**src/rtl/pnc_pkg.sv**
```systemverilog
`default_nettype none

package pnc_pkg;

    // Field widths fixed by the stream format.
    localparam int SAMPLE_W  = 16;
    localparam int CFG_W     = 10;
    localparam int FUNC_W    = 2;
    localparam int POWER_W   = 31;
    localparam int POWER_LSB = 19;
    localparam int S_DATA_W  = 40;
    localparam int M_DATA_W  = 32;
    localparam logic [CFG_W-1:0] SEQ_LEN_RESET = 10'd512;

    // Item kinds carried on s_tuser. Code 3 is not used and is ignored.
    localparam logic [FUNC_W-1:0] FUNC_START  = 2'd0;
    localparam logic [FUNC_W-1:0] FUNC_PN     = 2'd1;
    localparam logic [FUNC_W-1:0] FUNC_SAMPLE = 2'd2;

    typedef enum logic [2:0] {
        MODE_IDLE = 3'b001,
        MODE_LOAD = 3'b010,
        MODE_CORR = 3'b100
    } mode_t;

    // Strobes broadcast to every correlator cell.
    typedef struct packed {
        logic clear;   // drop all loaded chips (start of loading)
        logic shift;   // shift a new chip into the tap chain
        logic sample;  // update partial sums with the new sample
    } pnc_ctrl_t;

endpackage

`default_nettype wire

```
**src/rtl/pnc_cell.sv**
```systemverilog
`default_nettype none

// One tap of a transposed-form correlator. It holds its chip and an active
// flag, and a running partial sum that it hands down to the next lower tap.
module pnc_cell #(
    parameter int ACC_W = 26
) (
    input  wire logic                           aclk,
    input  wire logic                           aresetn,
    input  wire pnc_pkg::pnc_ctrl_t             ctrl,
    input  wire logic                           chip_in,
    input  wire logic                           act_in,
    output logic                                chip_out,
    output logic                                act_out,
    input  wire logic signed [pnc_pkg::SAMPLE_W-1:0] sample_i,
    input  wire logic signed [pnc_pkg::SAMPLE_W-1:0] sample_q,
    input  wire logic signed [ACC_W-1:0]        psum_i_in,
    input  wire logic signed [ACC_W-1:0]        psum_q_in,
    output logic signed [ACC_W-1:0]             psum_i_out,
    output logic signed [ACC_W-1:0]             psum_q_out
);
    import pnc_pkg::*;

    logic                    chip_reg;
    logic                    act_reg;
    logic signed [ACC_W-1:0] psum_i_reg;
    logic signed [ACC_W-1:0] psum_q_reg;
    logic signed [ACC_W-1:0] ext_i;
    logic signed [ACC_W-1:0] ext_q;
    logic signed [ACC_W-1:0] term_i;
    logic signed [ACC_W-1:0] term_q;

    // Extend before negating so that the most negative sample stays exact.
    assign ext_i = ACC_W'(sample_i);
    assign ext_q = ACC_W'(sample_q);

    // The Q contribution is negated for the conjugate.
    always_comb begin
        if (!act_reg) begin
            term_i = '0;
            term_q = '0;
        end else if (chip_reg) begin
            term_i = ext_i;
            term_q = -ext_q;
        end else begin
            term_i = -ext_i;
            term_q = ext_q;
        end
    end

    always_ff @(posedge aclk) begin
        if (!aresetn) begin
            act_reg    <= 1'b0;
            psum_i_reg <= '0;
            psum_q_reg <= '0;
        end else begin
            if (ctrl.clear) begin
                act_reg <= 1'b0;
            end else if (ctrl.shift) begin
                act_reg <= act_in;
            end
            if (ctrl.sample) begin
                psum_i_reg <= psum_i_in + term_i;
                psum_q_reg <= psum_q_in + term_q;
            end
        end
    end

    always_ff @(posedge aclk) begin
        if (ctrl.shift) begin
            chip_reg <= chip_in;
        end
    end

    assign chip_out   = chip_reg;
    assign act_out    = act_reg;
    assign psum_i_out = psum_i_reg;
    assign psum_q_out = psum_q_reg;

endmodule

`default_nettype wire

```
**config.mk**
```make
export PLATFORM = sky130hd
export DESIGN_NAME = pnc_cell
export DESIGN_NICKNAME = d
export VERILOG_FILES = /design/src/rtl/pnc_pkg.sv /design/src/rtl/pnc_cell.sv
export SDC_FILE = /design/constraint.sdc
export NUM_CORES = 1
export LEC_CHECK = 0
export BUFFER_PORTS_ARGS = -buffer_cell sky130_fd_sc_hd__buf_2
export CAP_MARGIN = 20
export CELL_PAD_IN_SITES_DETAIL_PLACEMENT = 0
export CELL_PAD_IN_SITES_GLOBAL_PLACEMENT = 1
export CORE_UTILIZATION = 42
export DETAILED_ROUTE_END_ITERATION = 8
export PLACE_DENSITY = 0.86
export SYNTH_ARGS = -nofsm -noshare
export SYNTH_HDL_FRONTEND = slang
export SYNTH_SLANG_ARGS = --single-unit
```
**constraint.sdc**
```tcl
create_clock -name aclk -period 10.4 [get_ports aclk]
set_input_delay 0 -clock aclk [delete_from_list [all_inputs] [get_ports aclk]]
set_output_delay 0 -clock aclk [all_outputs]
set_load 0.02 [all_outputs]
```
After elaboration in Yosys (flattened, before gate mapping)
Index checks and enable logic that the tools add are counted.
{"block": "classes", "add_sub_neg": 4, "mux": 4, "bitwise_logic": 1, "reduce_logical": 1}
{"operator": "26-bit two-way mux", "count": 4}
{"operator": "26-bit adder", "count": 2}
{"operator": "16-bit negation with 26-bit output", "count": 2}
{"operator": "2-bit OR reduction", "count": 1}
{"operator": "1-bit NOT", "count": 1}
{"block": "word_totals", "register_bits": 54, "inputBits": 91, "out_inout_bits": 54, "wordCells": 14}

Longest topological paths before layout
{"block": "logic_depth", "ltp_word": 4, "mapped_depth": 15, "depth_no_buf": 15}

Least setup slack after synthesis
OpenSTA, ideal clock, no wires.
{"block": "synth_path", "kind": "input port to flip-flop", "from": "in sample_q[3] (netlist name)", "to": "reg psum_q_reg[25] (netlist: psum_q_out[25])", "setup_time_ps": 119, "t_arrival_ps": 3236, "slack_ps": 7045, "cell_stages": 13, "n_path_buf": 0, "path_cell_list": "or3_1 > or3b_1 > or3_2 > o21ai_1 > a21boi_0 > ha_1 > a21o_1 > a211oi_1 > o311ai_0 > a221o_1 > a41oi_1 > xnor2_1 > a21oi_1"}
{"block": "synth_via", "elab_chain_len": 4}
{"item": "from (decl)", "line": "pnc_cell.sv:16", "rtl": "input wire logic signed [pnc_pkg::SAMPLE_W-1:0] sample_q,"}
{"item": "16-bit negation with 26-bit output", "line": "pnc_cell.sv:44", "rtl": "term_q = -ext_q;"}
{"item": "26-bit two-way mux *", "line": "pnc_cell.sv:42", "rtl": "end else if (chip_reg) begin"}
{"item": "26-bit two-way mux *", "line": "pnc_cell.sv:39", "rtl": "if (!act_reg) begin"}
{"item": "26-bit adder *", "line": "pnc_cell.sv:64", "rtl": "psum_q_reg <= psum_q_in + term_q;"}
{"item": "to (signal assigned)", "line": "pnc_cell.sv:64"}
{"item": "to (decl)", "line": "pnc_cell.sv:27", "rtl": "logic signed [ACC_W-1:0] psum_q_reg;"}
Every way passes the cells marked *; elsewhere a longest branch is shown, timed or not.
A chain may end at the register's enable or synchronous reset.

Worst setup path after layout
Same ends and word-level chain as after synthesis.

==> impl_metrics.env <==
export IMPL_status="finished clean"
export IMPL_hold_viol=0
export IMPL_worst_path_max_fanout=6
export IMPL_io_buffers=144
export IMPL_dr_total_vias=5614
export IMPL_synth_area_per_cell_um2=7.866
export IMPL_ctsResizeCount=0
export IMPL_coreArea_um2=12720
export IMPL_reg2reg_setup_slack_ns=7.08
export IMPL_drtPass1Iterations=4
export IMPL_fmax_mhz=269.2
export IMPL_yosys_area_top_type="dfxtp_1"
export IMPL_rr_startpoint="chip_out"
export IMPL_drive_above_1_share_pct=20.70
export IMPL_r2r_end="psum_i_out[22]"
export IMPL_setup_viol_count_final=0
export IMPL_grt_max_degree=52
export IMPL_numCtsBuffers=5
export IMPL_nFillCells=1280
export IMPL_clkSinkCount=54
export IMPL_ir_worst_vdd_mv=0.05352
export IMPL_detail_route_wl_per_cell_um=15.83
export IMPL_multiInputGateArea_um2=4240
export IMPL_diodes=0
export IMPL_gp_congestion=0.9083
export IMPL_worstMarginPinSlew_ns=1.011
export IMPL_drt_vias_per_instance=5.597
export IMPL_arrival_ns=3.88
export IMPL_p_leak_nw=3.126
export IMPL_synth_common_cells="nand2_1, a21oi_1, dfxtp_1"
export IMPL_drt_iter0_drc=275
export IMPL_rsz0062_at_grt="no"
export IMPL_htree_levels=2
export IMPL_grt_pass1_wl_um=25810
export IMPL_path_class="input pin to flip-flop"
export IMPL_regArea_um2=1091
export IMPL_gr_total_overflow=0
export IMPL_netlist_top_cells_area="dfxtp_1, ha_1, xnor2_1"
export IMPL_die_y_um=116.9
export IMPL_ys_warn_count=0
export IMPL_period_share_pct=35.72
export IMPL_drv_cap=0
export IMPL_ys_async_sr_fraction_pct=0
export IMPL_power_density_nw_per_um2=96.96
export IMPL_synth_nets=850
export IMPL_clock_latency_ns=0.31
export IMPL_yosysSeqAreaShare_pct=19.68
export IMPL_drt_drc_violations_left=0
export IMPL_die_area_um2=13670
export IMPL_min_to="act_out"
export IMPL_ys_dominant_reg_cell="dfxtp_1"
export IMPL_period_minus_slack_ns=3.715
export IMPL_num_nets_final=975
export IMPL_cp_end_kind="flip-flop"
export IMPL_slew_viol_final=0
export IMPL_dp_hpwl_um=12430
export IMPL_grtUsageTotal_pct=23.92
export IMPL_area_growth_pct=18.23
export IMPL_ant_nets=0
export IMPL_synth_cells=705
export IMPL_cts_buffer_depth=2
export IMPL_ff2ff_path_depth=11
export IMPL_hold_class="input pin to flip-flop"
export IMPL_setup_tns_final_ns=0
export IMPL_netlist_area_leader_share_pct=19.13
export IMPL_antenna_found_initial=0
export IMPL_relSlewSlack_pct=32.44
export IMPL_ios=145
export IMPL_holdWs_ns=0.01232
export IMPL_power_total_uw=635.7
export IMPL_die_w_um=116.9
export IMPL_hold_depth=3
export IMPL_cts_tree="done"
export IMPL_cts_root_buf="clkbuf_16"
export IMPL_drt_wl_total_um=15880
export IMPL_worst_ep_required_time_ns=10.56
export IMPL_cp_start_kind="input pin"
export IMPL_worst_clock_skew_ns=0.01052
export IMPL_synthMostInstantiatedCell="nand2_1"
export IMPL_ys_types=70
export IMPL_ys_seq_elements=54
export IMPL_min_from="act_in"
export IMPL_syn_cell_area_um2=5545
export IMPL_path_clk_slew_ns=0.08
export IMPL_start_util_pct=43.59
export IMPL_grt_pass1_vias=5464
export IMPL_synth_edff_count=1
export IMPL_num_rows=41
sequential cells by signal, summed over array words and instances (netlist names):
| register | cells |
|---|---|
| psum_q_out | 26 |
| chip_out | 1 |
| act_out | 1 |
| psum_i_out | 26 |
cell families after synthesis:
logic type                 count (synthesis)  synth area share, %
and+or+nand+nor                          226                21.62
DFF                                       54                19.68
xor gates and xnor gates                  65                10.40
adders and majority gates                 54                12.45
muxes                                     19                3.430
buffers and inverters                     49                3.858
AOI/OAI and AO/OA                        238                28.57
cells in the final DEF (no fill, tap or decap), drive strengths merged, types with 8 or more instances in the layout:
master  Yosys  layout
nor3       11      11
a31oi       9       9
dfxtp      53      53
or3        12      12
inv        16      17
nand2      76      76
nor2b      19      19
a21oi      55      55
mux2i      19      19
xor2       22      22
o21ai      51      51
and3        9       9
and2       33      33
o21a        8       8
a21o       21      21
nand3      12      12
xnor2      43      43
ha         52      52
a21boi     26      26
buf         5     148
nor2       21      21
nand4       8       8
a211oi     13      13
worst max path at each step:
stage	startpoint	end	slack (ns)	depth (start not counted)
5_1_grt	sample_q[3]	psum_q_out[21]	6.40	14
3_3_place_gp	sample_q[3]	psum_q_out[25]	6.47	14
6_report	sample_q[3]	psum_q_out[25]	6.69	14
4_1_cts	sample_q[3]	psum_q_out[21]	6.73	14
3_5_place_dp	sample_q[3]	psum_q_out[21]	6.39	14
2_1_floorplan	sample_q[3]	psum_q_out[25]	7.04	13
power by group:
part           internal, mW  switching, mW  leakage, nW
clock                 0.114         0.0851       0.0842
sequential            0.223        0.00820        0.448
combinational        0.0843          0.121         2.59
total                 0.422          0.214         3.13
layout make-up:
class                      count  share of cell area [%]
multi-input combinational    602                   64.68
sequential                    54                   16.64
timing repair buffer         151                   11.91
tap                          172                   3.282
clock buffer                   5                   1.908
inverter                      16                  0.9160
clock inverter                 3                  0.6679
metrics by stage:
step                area (um^2)  util, %  instances  worst slack, ns
finish                     6556    51.53       1003            6.685
global route               6556    51.53       1003            6.403
CTS                        6556    51.53       1003            6.725
detailed placement         6357    49.97        992            6.386
global placement           6357    49.97        992            6.465
floorplan                  5545        -        705            7.045
metal layers:
layer	GRT usage [%]	routed length (um)
met1	29.40	7251
met2	44.38	7722
met3	2.523	728
met4	5.992	176
met5	0	0
critical path: stages:
cell and delay [ns]:
buf_2 0.12, or3_1 0.40, or3b_1 0.51, or3_2 0.50
o21ai_1 0.34, a21boi_0 0.16, ha_1 0.37, a21o_1 0.21
a211oi_1 0.25, o311ai_0 0.18, a221o_1 0.38, a41oi_1 0.22
xnor2_1 0.15, a21oi_1 0.08
timing repair:
action                    CTS  global route
hold endpoints to repair    3             0
hold buffers                3             0
setup buffers               0             0
Power figures use the tool's default switching activity.
