<file path="config.mk">
export PLATFORM = sky130hd
export DESIGN_NAME = pnc_power
export DESIGN_NICKNAME = d
export VERILOG_FILES = /design/src/rtl/pnc_pkg.sv /design/src/rtl/pnc_power.sv
export SDC_FILE = /design/constraint.sdc
export NUM_CORES = 2
export LEC_CHECK = 0
export BUFFER_PORTS_ARGS = -buffer_cell sky130_fd_sc_hd__buf_4
export CAP_MARGIN = 20
export CORE_MARGIN = 2
export CORE_UTILIZATION = 40
export CTS_CLUSTER_DIAMETER = 30
export CTS_CLUSTER_SIZE = 30
export DETAILED_ROUTE_END_ITERATION = 16
export SETUP_SLACK_MARGIN = 0.2
export SLEW_MARGIN = 20
export SYNTH_ARGS = -nofsm -noshare
export SYNTH_HDL_FRONTEND = slang
export SYNTH_SLANG_ARGS = --single-unit
export TNS_END_PERCENT = 100
</file>
<file path="constraint.sdc">
create_clock -name aclk -period 6.6 [get_ports aclk]
set_input_delay 0.33 -clock aclk [delete_from_list [all_inputs] [get_ports aclk]]
set_output_delay 0.33 -clock aclk [all_outputs]
set_load 0.005 [all_outputs]
</file>
<file path="src/rtl/pnc_pkg.sv">
`default_nettype none

package pnc_pkg;

    // Field widths fixed by the stream format.
    localparam int SAMPLE_W  = 16;
    localparam int CFG_W     = 10;
    localparam int FUNC_W    = 2;
    localparam int POWER_W   = 31;
    localparam int POWER_LSB = 19;
    localparam int S_DATA_W  = 40;
    localparam int M_DATA_W  = 32;
    localparam logic [CFG_W-1:0] SEQ_LEN_RESET = 10'd512;

    // Item kinds carried on s_tuser. Code 3 is not used and is ignored.
    localparam logic [FUNC_W-1:0] FUNC_START  = 2'd0;
    localparam logic [FUNC_W-1:0] FUNC_PN     = 2'd1;
    localparam logic [FUNC_W-1:0] FUNC_SAMPLE = 2'd2;

    typedef enum logic [2:0] {
        MODE_IDLE = 3'b001,
        MODE_LOAD = 3'b010,
        MODE_CORR = 3'b100
    } mode_t;

    // Strobes broadcast to every correlator cell.
    typedef struct packed {
        logic clear;   // drop all loaded chips (start of loading)
        logic shift;   // shift a new chip into the tap chain
        logic sample;  // update partial sums with the new sample
    } pnc_ctrl_t;

endpackage

`default_nettype wire

</file>
<file path="src/rtl/pnc_power.sv">
`default_nettype none

// Squares the two correlation sums, adds them and holds bits 49..19 of the sum
// in the output register. Each stage moves whenever the stage after it has room.
module pnc_power #(
    parameter int ACC_W = 26
) (
    input  wire logic                    aclk,
    input  wire logic                    aresetn,
    input  wire logic                    in_valid,
    output logic                         in_ready,
    input  wire logic signed [ACC_W-1:0] sum_i,
    input  wire logic signed [ACC_W-1:0] sum_q,
    input  wire logic                    in_last,
    output logic                         m_tvalid,
    input  wire logic                    m_tready,
    output logic [pnc_pkg::POWER_W-1:0]  m_power,
    output logic                         m_tlast
);
    import pnc_pkg::*;

    localparam int SQ_W = 2 * ACC_W;

    logic                    sq_valid_reg;
    logic [SQ_W-1:0]         sq_i_reg;
    logic [SQ_W-1:0]         sq_q_reg;
    logic                    sq_last_reg;
    logic                    out_valid_reg;
    logic [POWER_W-1:0]      power_reg;
    logic                    last_reg;
    logic                    out_en;
    logic                    sq_en;
    logic signed [SQ_W-1:0]  prod_i;
    logic signed [SQ_W-1:0]  prod_q;
    logic [SQ_W-1:0]         pw;
    logic [63:0]             pw_ext;

    assign out_en   = !out_valid_reg || m_tready;
    assign sq_en    = !sq_valid_reg || out_en;
    assign in_ready = sq_en;

    assign prod_i = SQ_W'(sum_i) * SQ_W'(sum_i);
    assign prod_q = SQ_W'(sum_q) * SQ_W'(sum_q);
    assign pw     = sq_i_reg + sq_q_reg;
    assign pw_ext = 64'(pw);

    always_ff @(posedge aclk) begin
        if (!aresetn) begin
            sq_valid_reg  <= 1'b0;
            out_valid_reg <= 1'b0;
        end else begin
            if (sq_en) begin
                sq_valid_reg <= in_valid;
            end
            if (out_en) begin
                out_valid_reg <= sq_valid_reg;
            end
        end
    end

    always_ff @(posedge aclk) begin
        if (sq_en && in_valid) begin
            sq_i_reg    <= prod_i;
            sq_q_reg    <= prod_q;
            sq_last_reg <= in_last;
        end
        if (out_en && sq_valid_reg) begin
            power_reg <= pw_ext[POWER_LSB +: POWER_W];
            last_reg  <= sq_last_reg;
        end
    end

    assign m_tvalid = out_valid_reg;
    assign m_power  = power_reg;
    assign m_tlast  = last_reg;

endmodule

`default_nettype wire

</file>
# --- After elaboration in Yosys (flattened, before gate mapping) ---
# Index checks and enable logic that the tools add are counted.
totals:
  reg_bits: 135
  elab_cells: 16
  in_bits: 57
  output_inout_bits: 34
op_classes:
  n_mul: 2
  addsub: 1
  reduce_logical: 6
ops:
  columns: ["op", "n"]
  rows:
  - ["26-bit by 26-bit multiplier with 50-bit output", 2]
  - ["50-bit adder", 1]
  - ["1-bit logical AND", 2]
  - ["1-bit zero test", 2]
  - ["1-bit logical OR", 2]

# --- Depth between registers and ports, before layout ---
logic_depth:
  ltp_word: 4
  mapped_depth: 29
  mapped_depth_nobuf: 27

# --- Worst setup path after synthesis ---
# No wires, ideal clock.
synth_path:
  path_kind: "input to register"
  startpoint: "input sum_i[4]"
  endpoint: "register sq_i_reg[43] (data pin)"
  path_stages: 27
  slack_ps: -577
  arrival_ps: 6914
  path_buffers: 3
  path_cell_list: "clkbuf_1 > clkbuf_1 > nand2_1 > fa_1 > inv_1 > fa_1 > fa_1 > inv_1 > fa_1 > inv_1 > fa_1 > fa_1 > inv_1 > fa_1 > inv_1 > ha_1 > buf_2 > a21oi_1 > o31ai_1 > a21o_1 > a221oi_1 > o21ai_1 > a31oi_2 > a21oi_1 > a221o_1 > a311oi_1 > xnor2_1"
synth_via:
  elab_chain_len: 1
synth_lines:
  columns: ["item", "line", "text"]
  rows:
  - ["from (decl)", "pnc_power.sv:12", "input wire logic signed [ACC_W-1:0] sum_i,"]
  - ["26-bit by 26-bit multiplier with 50-bit output", "pnc_power.sv:42", "assign prod_i = SQ_W'(sum_i) * SQ_W'(sum_i);"]
  - ["net prod_i[43]", "pnc_power.sv:33", "logic signed [SQ_W-1:0] prod_i;"]
  - ["to (signal assigned)", "pnc_power.sv:63", "sq_i_reg <= prod_i;"]
  - ["to (decl)", "pnc_power.sv:25", "logic [SQ_W-1:0] sq_i_reg;"]
# The timed path passes the listed nets, and every way through them passes these cells.
# A chain may end at the register's enable or synchronous reset.

# --- Worst setup path in the final report ---
layout_path:
  startpoint: "input sum_i[2]"
  endpoint: "register sq_i_reg[48] (data pin)"
# Same word-level chain as after synthesis.

==> reports/qor.txt <==
CTS tree -> built
Final setup violation count -> 0
Vias in the first global route -> 38650
Worst EP arrival -> 6.64 ns
Commonest cells after routing, fill and taps aside -> inv_1 (1478), fa_1 (1236), buf_4 (670)
GP Congestion -> 0.8789
GRT Total Usage -> 19.79%
Die Footprint -> 125200 µm²
Sequential cell area fraction in the yosys report -> 7.993%
Worst R2R Setup Slack -> 2.91 ns
CP Capture Type -> flip-flop
GRT overflow -> 0
Setup slack after layout -> 0.1423 ns
Area grow syn2layout -> 20.54%
Share of layout cells above drive strength 1 -> 19.82%
Max_cap viols -> 0
Clk Latency, worst-skew pair -> 0.44 ns
CTS root buf -> clkbuf_16
Routed wl met3 -> 4.168 mm
# IOs -> 91
Metal2 WL -> 62.34 mm
Final Hold Viols -> 0
Worst EP required -> 6.78 ns
Place WS -> -0.5271 ns
Syn Std Cell Area -> 48960 µm²
Slew @ Worst Pin -> 0.9023 ns
EDFF count, synth -> 129
Largest net degree at the start of global routing -> 69
Fin nets -> 7294
Hpwl dp -> 103.9 mm
Synthesis warning total -> 0
Worst-path fanout max -> 6
Port buffer count -> 90
Die Y -> 353.9 µm
#FFs+latches synth -> 131
Crit path time final -> 6.458 ns
Post-Route WL -> 118.2 mm
Final instance area -> 59020 µm²
Starting density of the core -> 40.28%
Residual DRC -> 0
Antenna violations before repair -> 2
Highest Signal Layer -> met4
DP Area -> 56620 µm²
Routed Antenna Nets -> 0
Routed vias -> 34090
DIE WIDTH -> 353.9 µm
Longest Clk Path Bufs -> 2
Critical path class -> in -> reg
Commonest non-fill, non-tap cell in the layout -> inv_1
Count of cell types in the netlist -> 67
CP startpoint kind -> input port
Diodes inserted -> 0
Final Skew -> 0.01459 ns
Initial DRC count -> 1397
Final Cycle Share -> 97.84%
First-pass GRT wire length -> 195.9 mm
Prevailing post-synth register cell -> edfxtp_1
Slew HR -> 39.85%
TritonCTS Buffers -> 17
Fraction of registers with async set/reset -> 0%
Core Region -> 121600 µm²
Filler cells -> 11400
Clock transition at path regs -> 0.06 ns
Achievable Freq -> 0.1549 GHz
Hold Buf Count CTS -> 0
CTS Sinks -> 131
RSZ-0062 raised after global routing -> true
Hold Path Class -> in -> reg
Fin. max-slew vios -> 0
Mapped Cells -> 4953
Site Rows -> 128
Syn_nets -> 6634
Status -> completed
Syn avg cell area -> 9.886 µm²
Met1 wire length -> 48.37 mm
Vias per inst -> 4.702
Wire per inst -> 16.30 µm
DR pass1 iterations -> 6
Htree depth -> 4
layer usage:
| metal | vias to the layer above | track usage, % |
|---|---|---|
| li1 | 15710 | - |
| met5 | - | 0 |
| met2 | 540 | 35.95 |
| met1 | 17670 | 25.21 |
| met4 | 0 | 4.987 |
| met3 | 175 | 1.974 |
cells by family (layout without fill, tap and decap cells):
kind of cell	count (synthesis)	after routing	synth area share, %
buffers and inverters	1671	2343	12.82
adder cells (fa/ha/maj)	1624	1624	61.14
AND/OR/NAND/NOR	992	992	10.09
AO/OA/AOI/OAI	368	368	4.973
XOR/XNOR	165	165	2.951
flip-flops	131	131	7.993
multiplexers	2	2	0.04089
what timing repair did:
item                                    in CTS  in global routing
cloned                                       0                  3
gates resized for setup                    151                235
setup buffers                               12                 19
endpoints found under the setup margin      22                 39
pin swaps                                   84                147
worst paths after layout:
path	start	to	cells past startpoint
min	in_last	sq_last_reg	1
max	sum_i[2]	sq_i_reg[48]	26
max reg2reg	sq_i_reg[17]	m_power[13]	10
min reg2reg	sq_last_reg	m_tlast	0
cell usage after synthesis (all sizes together) (3+ instances only):
| cell | count | share of area, % |
|---|---|---|
| o21bai | 13 | 0.20 |
| a21boi | 4 | 0.061 |
| a21oi | 115 | 1.2 |
| o211ai | 4 | 0.061 |
| or2 | 5 | 0.064 |
| nor2b | 64 | 0.82 |
| a21o | 76 | 1.2 |
| clkbuf | 139 | 1.1 |
| and2 | 301 | 3.8 |
| nand2 | 386 | 3.0 |
| nand2b | 28 | 0.36 |
| nor3 | 17 | 0.17 |
| xor2 | 45 | 0.80 |
| a31oi | 9 | 0.13 |
| buf | 3 | 0.031 |
| o21a | 25 | 0.38 |
| a221oi | 3 | 0.054 |
| ha | 343 | 8.8 |
| nor4 | 3 | 0.038 |
| o31ai | 6 | 0.092 |
| nand4 | 16 | 0.20 |
| nand3b | 4 | 0.087 |
| and3 | 16 | 0.20 |
| fa | 1281 | 52 |
| nor3b | 3 | 0.046 |
| a311o | 3 | 0.061 |
| nor2 | 113 | 0.87 |
| o41ai | 3 | 0.13 |
| inv | 1528 | 12 |
| and4 | 4 | 0.072 |
| a211oi | 16 | 0.26 |
| edfxtp | 129 | 7.9 |
| o31a | 3 | 0.054 |
| o21ai | 61 | 0.62 |
| a211o | 4 | 0.072 |
| nand3 | 27 | 0.28 |
| a311oi | 6 | 0.12 |
| xnor2 | 120 | 2.1 |
cell type report:
cell class	count	area (µm²)	area share [%]
multi-input cells	3151	40000	67.77
repair buffers	783	6698	11.35
inverters	1529	5749	9.741
flip-flops and latches	131	3914	6.631
well taps	1625	2033	3.445
clock buffers	17	425.4	0.7208
clock inverters	14	200.2	0.3392
stage by stage:
stage	cells	hold slack (ns)	utilization [%]	TNS, ns
after CTS	7227	0.06920	47.63	0
after global routing	7250	0.06663	48.55	-0.1664
after detailed placement	7184	0.4226	46.58	-12.10
after floorplan	4953	0.4003	-	-0.1374
after global placement	7184	0.4048	46.58	-10.40
final	7250	0.08465	48.55	0
critical path, stage by stage:
cell and delay [ns]:
buf_12 0.13, buf_8 0.15, and2_4 0.16, fa_1 0.50
fa_1 0.58, inv_2 0.05, fa_2 0.53, inv_1 0.05
fa_1 0.50, inv_2 0.05, fa_2 0.54, inv_1 0.04
fa_1 0.47, inv_1 0.05, fa_2 0.54, inv_2 0.05
ha_4 0.29, buf_6 0.11, nand4_1 0.17, nor2_4 0.15
a21oi_4 0.08, o31a_1 0.29, a211o_1 0.34, o21ai_4 0.25
o31ai_2 0.12, xnor2_1 0.14
Power is not shown: default switching activity piles up to over one toggle a cycle in this logic, so the estimate is an artifact.
